<file path="src/rtl/core/pecf_pkg.sv">
// Types, constants and coefficient tables for the pileup energy correction factor.
package pecf_pkg;

	typedef logic [2:0] set_t;
	typedef logic signed [24:0] coef_t;

	localparam logic [16:0] Unity = 17'h10000;
	localparam logic [15:0] RatioMax = 16'hFFFF;
	localparam int DivStages = 4;
	localparam int BitsPerStage = 4;

	localparam set_t Set0 = 3'd0;
	localparam set_t Set1 = 3'd1;
	localparam set_t Set2 = 3'd2;
	localparam set_t Set3 = 3'd3;
	localparam set_t Set4 = 3'd4;
	localparam set_t Set5 = 3'd5;

	typedef struct packed {
		logic valid;
		logic bad;
		logic above;
		logic sat;
		set_t set;
	} ctl_t;

	// Q24 coefficients
	function automatic coef_t coef_const(input set_t s);
		coef_t c;
		case (s)
			Set0: c = 25'sd16708463;
			Set1: c = 25'sd16630248;
			Set2: c = 25'sd16458768;
			Set3: c = 25'sd13221319;
			Set4: c = 25'sd10032037;
			default: c = 25'sd9038406;
		endcase
		return c;
	endfunction

	function automatic coef_t coef_lin(input set_t s);
		coef_t c;
		case (s)
			Set0: c = -25'sd906914;
			Set1: c = -25'sd1750888;
			Set2: c = -25'sd3622805;
			Set3: c = -25'sd2479689;
			Set4: c = -25'sd2698531;
			default: c = -25'sd2589715;
		endcase
		return c;
	endfunction

	function automatic logic [19:0] coef_sq(input set_t s);
		logic [19:0] c;
		case (s)
			Set0: c = 20'd0;
			Set1: c = 20'd0;
			Set2: c = 20'd613897;
			Set3: c = 20'd270559;
			Set4: c = 20'd302079;
			default: c = 20'd309196;
		endcase
		return c;
	endfunction

endpackage

</file>
<file path="src/rtl/core/pileup_energy_correction_factor_top.sv">
// Top level of the pileup energy correction factor pipeline.
//
// Usage: drive tower_index, momentum and energy_difference with start high
// for one cycle per item. busy is always low, so an item may be issued in
// every cycle. Each item gives one result: factor (Q16, 65536 = 1.0),
// correction_applied and bad_momentum, shown for exactly one cycle with done
// high. Results come out in issue order.
// Throughput: one item per cycle.
// Pipeline: one stage for set selection, cut test and saturation check,
// four stages of a restoring divider at four quotient bits each, two
// multiplier stages, one accumulate stage, one rounding/output stage.
// Reset clears all valid bits; items in flight are dropped and done stays
// low until new items arrive. The receiver cannot stall the pipeline.
module pileup_energy_correction_factor_top
	import pecf_pkg::*;
(
	input  logic               clk,
	input  logic               arst_n,
	input  logic               start,
	output logic               busy,
	input  logic signed [6:0]  tower_index,
	input  logic [15:0]        momentum,
	input  logic signed [15:0] energy_difference,
	output logic               done,
	output logic [16:0]        factor,
	output logic               correction_applied,
	output logic               bad_momentum
);

	assign busy = 1'b0;

	// stage 1: set, cut, saturation
	logic [6:0]         idx_mag;
	set_t               set_c;
	logic signed [23:0] d100;
	logic [17:0]        m3;
	logic               above_lo, above_hi, sat_c;

	always_comb begin
		idx_mag = tower_index[6] ? 7'(-tower_index) : 7'(tower_index);
		set_c = 3'(idx_mag >= 7'd7) + 3'(idx_mag >= 7'd16) + 3'(idx_mag >= 7'd25)
			+ 3'(idx_mag >= 7'd26) + 3'(idx_mag >= 7'd27);
		d100 = 24'(energy_difference) * 24'sd100;
		m3 = 18'(momentum) * 18'd3;
		above_lo = d100 > $signed({6'b0, m3});
		above_hi = $signed({energy_difference[15], energy_difference})
			> $signed({1'b0, momentum});
		sat_c = !energy_difference[15] && ({5'b0, energy_difference[14:4]} >= momentum);
	end

	ctl_t        ctl_s  [1:DivStages+4];
	logic [16:0] rem_s  [1:DivStages+1];
	logic [15:0] quo_s  [1:DivStages+1];
	logic [15:0] mom_s  [1:DivStages+1];
	logic [3:0]  nlo_s1;

	always_ff @(posedge clk or negedge arst_n) begin
		if (!arst_n) begin
			ctl_s[1] <= '0;
		end else begin
			ctl_s[1].valid <= start;
			ctl_s[1].bad <= momentum == 16'd0;
			ctl_s[1].above <= (set_c > Set2) ? above_hi : above_lo;
			ctl_s[1].sat <= sat_c;
			ctl_s[1].set <= set_c;
		end
	end

	always_ff @(posedge clk) begin
		rem_s[1] <= {6'b0, energy_difference[14:4]};
		quo_s[1] <= '0;
		mom_s[1] <= momentum;
		nlo_s1 <= energy_difference[3:0];
	end

	// divider stages: four quotient bits each
	for (genvar k = 1; k <= DivStages; k++) begin : g_div
		logic [16:0] rem_c;
		logic [15:0] quo_c;
		logic        bit_in;

		always_comb begin
			rem_c = rem_s[k];
			quo_c = quo_s[k];
			for (int i = 0; i < BitsPerStage; i++) begin
				bit_in = (k == 1) ? nlo_s1[BitsPerStage-1-i] : 1'b0;
				rem_c = {rem_c[15:0], bit_in};
				if (rem_c >= {1'b0, mom_s[k]}) begin
					rem_c = rem_c - {1'b0, mom_s[k]};
					quo_c = {quo_c[14:0], 1'b1};
				end else begin
					quo_c = {quo_c[14:0], 1'b0};
				end
			end
		end

		always_ff @(posedge clk or negedge arst_n) begin
			if (!arst_n) begin
				ctl_s[k+1] <= '0;
			end else begin
				ctl_s[k+1] <= ctl_s[k];
			end
		end

		always_ff @(posedge clk) begin
			rem_s[k+1] <= rem_c;
			quo_s[k+1] <= quo_c;
			mom_s[k+1] <= mom_s[k];
		end
	end

	// multiply, accumulate
	logic [15:0]        ratio;
	logic [31:0]        rr_s6;
	logic signed [41:0] lin_s6, lin_s7;
	logic [51:0]        sq_s7;
	logic signed [55:0] acc_s8;
	coef_t              c0_c;

	assign ratio = ctl_s[DivStages+1].sat ? RatioMax : quo_s[DivStages+1];
	assign c0_c = coef_const(ctl_s[DivStages+3].set);

	always_ff @(posedge clk or negedge arst_n) begin
		if (!arst_n) begin
			ctl_s[DivStages+2] <= '0;
			ctl_s[DivStages+3] <= '0;
			ctl_s[DivStages+4] <= '0;
		end else begin
			ctl_s[DivStages+2] <= ctl_s[DivStages+1];
			ctl_s[DivStages+3] <= ctl_s[DivStages+2];
			ctl_s[DivStages+4] <= ctl_s[DivStages+3];
		end
	end

	always_ff @(posedge clk) begin
		rr_s6 <= 32'(ratio) * 32'(ratio);
		lin_s6 <= 42'(coef_lin(ctl_s[DivStages+1].set)) * 42'($signed({1'b0, ratio}));
		sq_s7 <= 52'(coef_sq(ctl_s[DivStages+2].set)) * 52'(rr_s6);
		lin_s7 <= lin_s6;
		acc_s8 <= $signed({{7{c0_c[24]}}, c0_c, 24'b0})
			+ $signed({{2{lin_s7[41]}}, lin_s7, 12'b0})
			+ $signed({4'b0, sq_s7});
	end

	// round and output
	ctl_t        ctl_o;
	logic [24:0] rnd;
	logic [16:0] quad;

	assign ctl_o = ctl_s[DivStages+4];

	always_comb begin
		rnd = {1'b0, acc_s8[55:32]} + 25'(acc_s8[31]);
		if (acc_s8[55] || rnd > 25'(Unity)) begin
			quad = '0;
		end else begin
			quad = rnd[16:0];
		end
	end

	always_ff @(posedge clk or negedge arst_n) begin
		if (!arst_n) begin
			done <= 1'b0;
		end else begin
			done <= ctl_o.valid;
		end
	end

	always_ff @(posedge clk) begin
		if (ctl_o.bad) begin
			factor <= '0;
			correction_applied <= 1'b0;
			bad_momentum <= 1'b1;
		end else if (!ctl_o.above) begin
			factor <= Unity;
			correction_applied <= 1'b0;
			bad_momentum <= 1'b0;
		end else begin
			factor <= quad;
			correction_applied <= 1'b1;
			bad_momentum <= 1'b0;
		end
	end

endmodule

</file>
<file path="config.mk">
export PLATFORM = sky130hd
export DESIGN_NAME = pileup_energy_correction_factor_top
export DESIGN_NICKNAME = d
export VERILOG_FILES = /design/src/rtl/core/pecf_pkg.sv /design/src/rtl/core/pileup_energy_correction_factor_top.sv
export SDC_FILE = /design/constraint.sdc
export NUM_CORES = 2
export LEC_CHECK = 0
export BUFFER_PORTS_ARGS = -buffer_cell sky130_fd_sc_hd__clkbuf_2
export CAP_MARGIN = 10
export CORE_UTILIZATION = 60
export DETAILED_ROUTE_END_ITERATION = 8
export GPL_TIMING_DRIVEN = 1
export PLACE_DENSITY = 0.79
export SYNTH_ARGS = -nofsm -noshare
export SYNTH_HDL_FRONTEND = slang
export SYNTH_SLANG_ARGS = --single-unit
export TNS_END_PERCENT = 10
</file>
<file path="constraint.sdc">
create_clock -name clk -period 9.4 [get_ports clk]
set_input_delay 0.94 -clock clk [delete_from_list [all_inputs] [get_ports clk]]
set_output_delay 0.94 -clock clk [all_outputs]
set_load 0.02 [all_outputs]
</file>
# ---- Yosys cells after proc, flatten, opt, wreduce, memory -nomap -nowiden
# Memories as Yosys holds them, arrays and structs flattened.
# Cells that the tools add are included.
dict set report classes {
  bitwise 1
  multipliers 5
  n_mux 42
  add_sub_neg 24
  n_lt_le_gt_ge 26
  reduce_logical 9
  eq_ne 12
}
# op n
set ops {}
lappend ops {{$ge A17 B16 Y1} 16}
lappend ops {{$mux W16} 13}
lappend ops {{$sub A16 B16 Y16} 12}
lappend ops {{$pmux W23 S5} 1}
lappend ops {{$pmux W22 S5} 1}
lappend ops {{$mux W17} 6}
lappend ops {{$pmux W20 S4} 1}
lappend ops {{$sub A17 B16 Y17} 4}
lappend ops {{$add A55 B53 Y56} 1}
lappend ops {{$add A49 B54 Y55} 1}
lappend ops {{$mul A20 B32 Y52} 1}
lappend ops {{$mul A25 B17 Y42} 1}
lappend ops {{$mul A16 B16 Y32} 1}
lappend ops {{$ge A7 B5 Y1 const B} 4}
lappend ops {{$add A24 B1 Y25} 1}
lappend ops {{$gt A25 B17 Y1 const B} 1}
lappend ops {{$gt A24 B19 Y1} 1}
lappend ops {{$mul A16 B6 Y22 const B} 1}
lappend ops {{$mux W1} 19}
lappend ops {{$eq A3 B2 Y1 const B} 6}
lappend ops {{$mul A16 B2 Y18 const B} 1}
lappend ops {{$gt A16 B17 Y1} 1}
lappend ops {{$ge A11 B16 Y1} 1}
lappend ops {{$logic_not A16 Y1} 1}
lappend ops {{16 further kinds} 23}
dict set report totals {
  output_inout_bits 21
  mem_count 3
  ram_bits 245
  ff_bits 298
}
# name words width read_ports rd_ports_with_merged_regs write_ports line
set memory_table {}
lappend memory_table {rem_s 5 17 4 0 5 pileup_energy_correction_factor_top.sv:52} ;# logic [16:0] rem_s [1:DivStages+1];
lappend memory_table {mom_s 5 16 4 0 5 pileup_energy_correction_factor_top.sv:54} ;# logic [15:0] mom_s [1:DivStages+1];
lappend memory_table {quo_s 5 16 5 0 5 pileup_energy_correction_factor_top.sv:53} ;# logic [15:0] quo_s [1:DivStages+1];

# ---- Logic depth before layout (Yosys ltp)
dict set report logic_depth {
  depth_word 9
  depth_mapped 54
  depth_no_buf 49
}

# ---- Least setup slack after synthesis
# OpenSTA, ideal clock, no wires.
dict set report synth_path {
  kind {register -> register}
  start {register, netlist name mom_s[0][17]}
  end {register, netlist name rem_s[0][42]}
  path_slack_ns -0.996
  setup_ns 0.121
  t_arrival_ns 10.276
  stages_incl_launch_ff 52
  n_path_buf 6
  period_less_slack_ns 10.396
  cell_sequence {dfxtp_1 inv_1 ha_1 nor2b_1 o21a_1 o21a_1 o31a_1 o21ai_1 a21oi_1 o21ba_2 buf_1 o21ai_0 inv_1 ha_1 nor2b_1 o21ai_0 a21oi_1 o21ai_1 [16 not listed] o21ai_0 a21boi_2 inv_1 buf_1 mux2_2 ha_1 a21boi_0 o21ai_0 a21oi_1 a31oi_1 o21ai_0 o21a_1 o21ai_0 o211ai_1 a21o_1 buf_2 buf_2 mux2_2}
}

==> metrics.md <==
| Metric | Value |
|---|---|
| # nets final | `9355` |
| Worst-margin pin slew | `0.935 ns` |
| Synthesized cell area | `65500 um^2` |
| Compound-Gate Fraction of Synth Area | `9.68%` |
| Placement Setup Slack | `-0.148 ns` |
| Cells after synthesis | `7164` |
| Post-synth EDFFs | `0` |
| Clock sink count | `417` |
| Max-slew violations | `0` |
| Total die area | `110000 um^2` |
| Grt total ovfl | `0` |
| First-pass GRT wire length | `273000 um` |
| Core box area | `108000 um^2` |
| CTS hold repair buffers | `0` |
| Crit Path Class | `reg2reg` |
| Final period util | `95.7%` |
| Simple-gate portion of the synthesized area | `12.1%` |
| Final WL | `171000 um` |
| DR WL/cell | `19.3 um` |
| Clock transition at the registers of the reported paths | `0.06 ns` |
| Root Buffer | `clkbuf_16` |
| Slew headroom | `37.4%` |
| Gr usage total | `31.2%` |
| Die Y | `332 um` |
| Synth async-reset ratio | `12.2%` |
| Crit-path max FO | `7` |
| CTS tree | `yes` |
| Clock Latency Late Sink | `0.63 ns` |
| Xor/xnor share of the synthesized area | `4.56%` |
| CTS buffer count | `47` |
| Share of the synthesized area in the top cell type | `32.5%` |
| Synthesis-stage register bit count | `417` |
| 1st-iter DRT viols | `3392` |
| Seq/Total Area, Yosys | `13.1%` |
| Largest net degree at the start of global routing | `52` |
| Prevailing post-synth register cell | `dfxtp_1` |
| Row cnt | `120` |
| Final Setup Violations | `0` |
| Critical path required time | `9.91 ns` |
| Max Fclk | `111 MHz` |
| Area grow syn2layout | `8.91%` |
| Setup crit end kind | `flip-flop` |
| Slowest stage cell on the critical path | `or4_4` |
| Post-route setup slack | `0.401 ns` |
| Synth top area cells | `fa_1, ha_1, dfxtp_1` |
| Mux share of post-synthesis cell area | `2.55%` |
| Mapped Avg Cell Area | `9.14 um^2` |
| Port bufs | `61` |
| Final RePlAce weighted congestion | `0.977` |
| RSZ-0062 raised after global routing | `yes` |
| Worst path most repeated cell | `ha_1` |
| Min-delay worst type | `reg2reg` |
| H-Tree Depth | `2` |
| Clock Path Buffers | `3` |
| Via count | `50.1k` |
| Die width | `332 um` |
| Post-route ant nets | `0` |
| Largest area contributor in the netlist | `fa_1` |
| Fin crit period | `9.00 ns` |
| Initial antenna violation count | `1` |
| Final Skew | `0.0338 ns` |
| Startpoint Class | `flip-flop` |
| Router iterations before antenna repair | `6` |
| Synth cell types | `91` |
| WP data arrival | `9.51 ns` |
| Post-synth top cells | `inv_1, fa_1, ha_1` |
| Top-level I/O count | `63` |
| Most frequent cell after synthesis | `inv_1` |
| Synth Warn # | `0` |
| Status | `complete, no violations` |
| Main combinational cell family by area after synthesis | `adder cells` |
| HPWL Detailed | `143000 um` |
| Slowest stage delay, CP | `0.46 ns` |
| Initial Util | `60.8%` |
| Post-route DRC | `0` |
| Synth Area in Adders | `48.3%` |
| Layout cell share with drive strength beyond 1 | `9.56%` |
| Number of global-route vias before repair | `52.9k` |
| Via density | `5.65` |
| Count of final hold-check violations | `0` |
| Max-Cap Viols | `0` |
## kinds of logic after synthesis
kind of cell	after synthesis
adders and majority gates	1890
and+or+nand+nor	1710
buffers and inverters	1665
AOI/OAI and AO/OA	991
DFF	417
xor gates and xnor gates	341
muxes	148
other	2
## cell type report
type	count	area, um^2
Clock inverter	28	333
Fill cell	8557	36400
Sequential cell	417	8610
Clock buffer	59	1330
Inverter	1509	5660
Antenna cell	1	2.50
Multi-Input combinational cell	5100	51100
Timing Repair Buffer	348	2500
Tap cell	1403	1760
## stage by stage
step | hold WS, ns | cells | instance area [um^2] | TNS, ns | utilization, %
2_1_floorplan | 0.310 | 7178 | 65500 | 0 | -
3_3_place_gp | 0.311 | 8746 | 68900 | 0 | 64.0
3_5_place_dp | 0.312 | 8746 | 68900 | -3.03 | 64.0
4_1_cts | 0.324 | 8833 | 70600 | 0 | 65.6
5_1_grt | 0.329 | 8864 | 71300 | -1.18 | 66.2
6_report | 0.325 | 8865 | 71300 | 0 | 66.2
## flip-flops by register name (all words and copies together), names as in the netlist, 31 cells and up
| name | count |
|---|---|
| rem_s | 59 |
| mom_s | 64 |
| ctl_s | 47 |
| quo_s | 40 |
| rr_s6 | 31 |
| lin_s7 | 42 |
| lin_s6 | 42 |
| sq_s7 | 40 |
## layout by cell type (no fill, tap or decap), drive strengths merged, types with 17 or more instances in the layout
cell type	instances
and2	165
clkbuf	119
o21a	85
clkinv	17
nor3	91
ha	826
nor2	541
and3	46
dfrtp	51
a21boi	19
fa	1064
buf	288
or3	19
a31oi	22
o21ai	234
nor2b	86
a21o	121
a211oi	26
nand2	510
a31o	17
or2	35
nand2b	56
o21bai	51
o31ai	19
a21oi	295
dfxtp	366
xnor2	240
inv	1511
xor2	101
nand3	69
mux2	132
nand4	51
## path summary, 6_finish.rpt
check                      depth (start not counted)  slack [ns]           end          from
hold / removal                                     0        0.33     lin_s7[7]     lin_s6[7]
setup / recovery                                  42        0.40  rem_s[0][63]  mom_s[0][40]
setup reg to reg                                  42        0.40  rem_s[0][63]  mom_s[0][40]
min in group asynchronous                          2        0.43     ctl_s[55]        arst_n
max in group asynchronous                          2        8.48     ctl_s[19]        arst_n
hold reg to reg                                    0        0.33     lin_s7[7]     lin_s6[7]
## metal layers
layer / share of wire, % / up-vias / global-route usage [%]
met3: 7.4 / 507 / 4.72
met4: 5.3 / 0 / 14.0
met1: 39 / 24500 / 38.7
met5: 0 / - / 0
met2: 48 / 1902 / 53.9
li1: - / 23200 / -
## worst max-delay path: cells and delay by family (launching register included)
kind	cells	cell delay (ns)
multiplexers	2	0.68
flip-flops	1	0.34
buffers and inverters	5	0.62
AO/OA/AOI/OAI	20	3.93
AND/OR/NAND/NOR	11	2.13
adder cells (fa/ha/maj)	4	1.16
## timing repair
action                     4_1_cts  5_1_grt
buffers inserted                 0       26
pin swaps                        1       36
setup endpoints to repair       41       52
resized for setup                8      120
gates cloned                     0        5
Power is not shown: default switching activity piles up to over one toggle a cycle in this logic, so the estimate is an artifact.
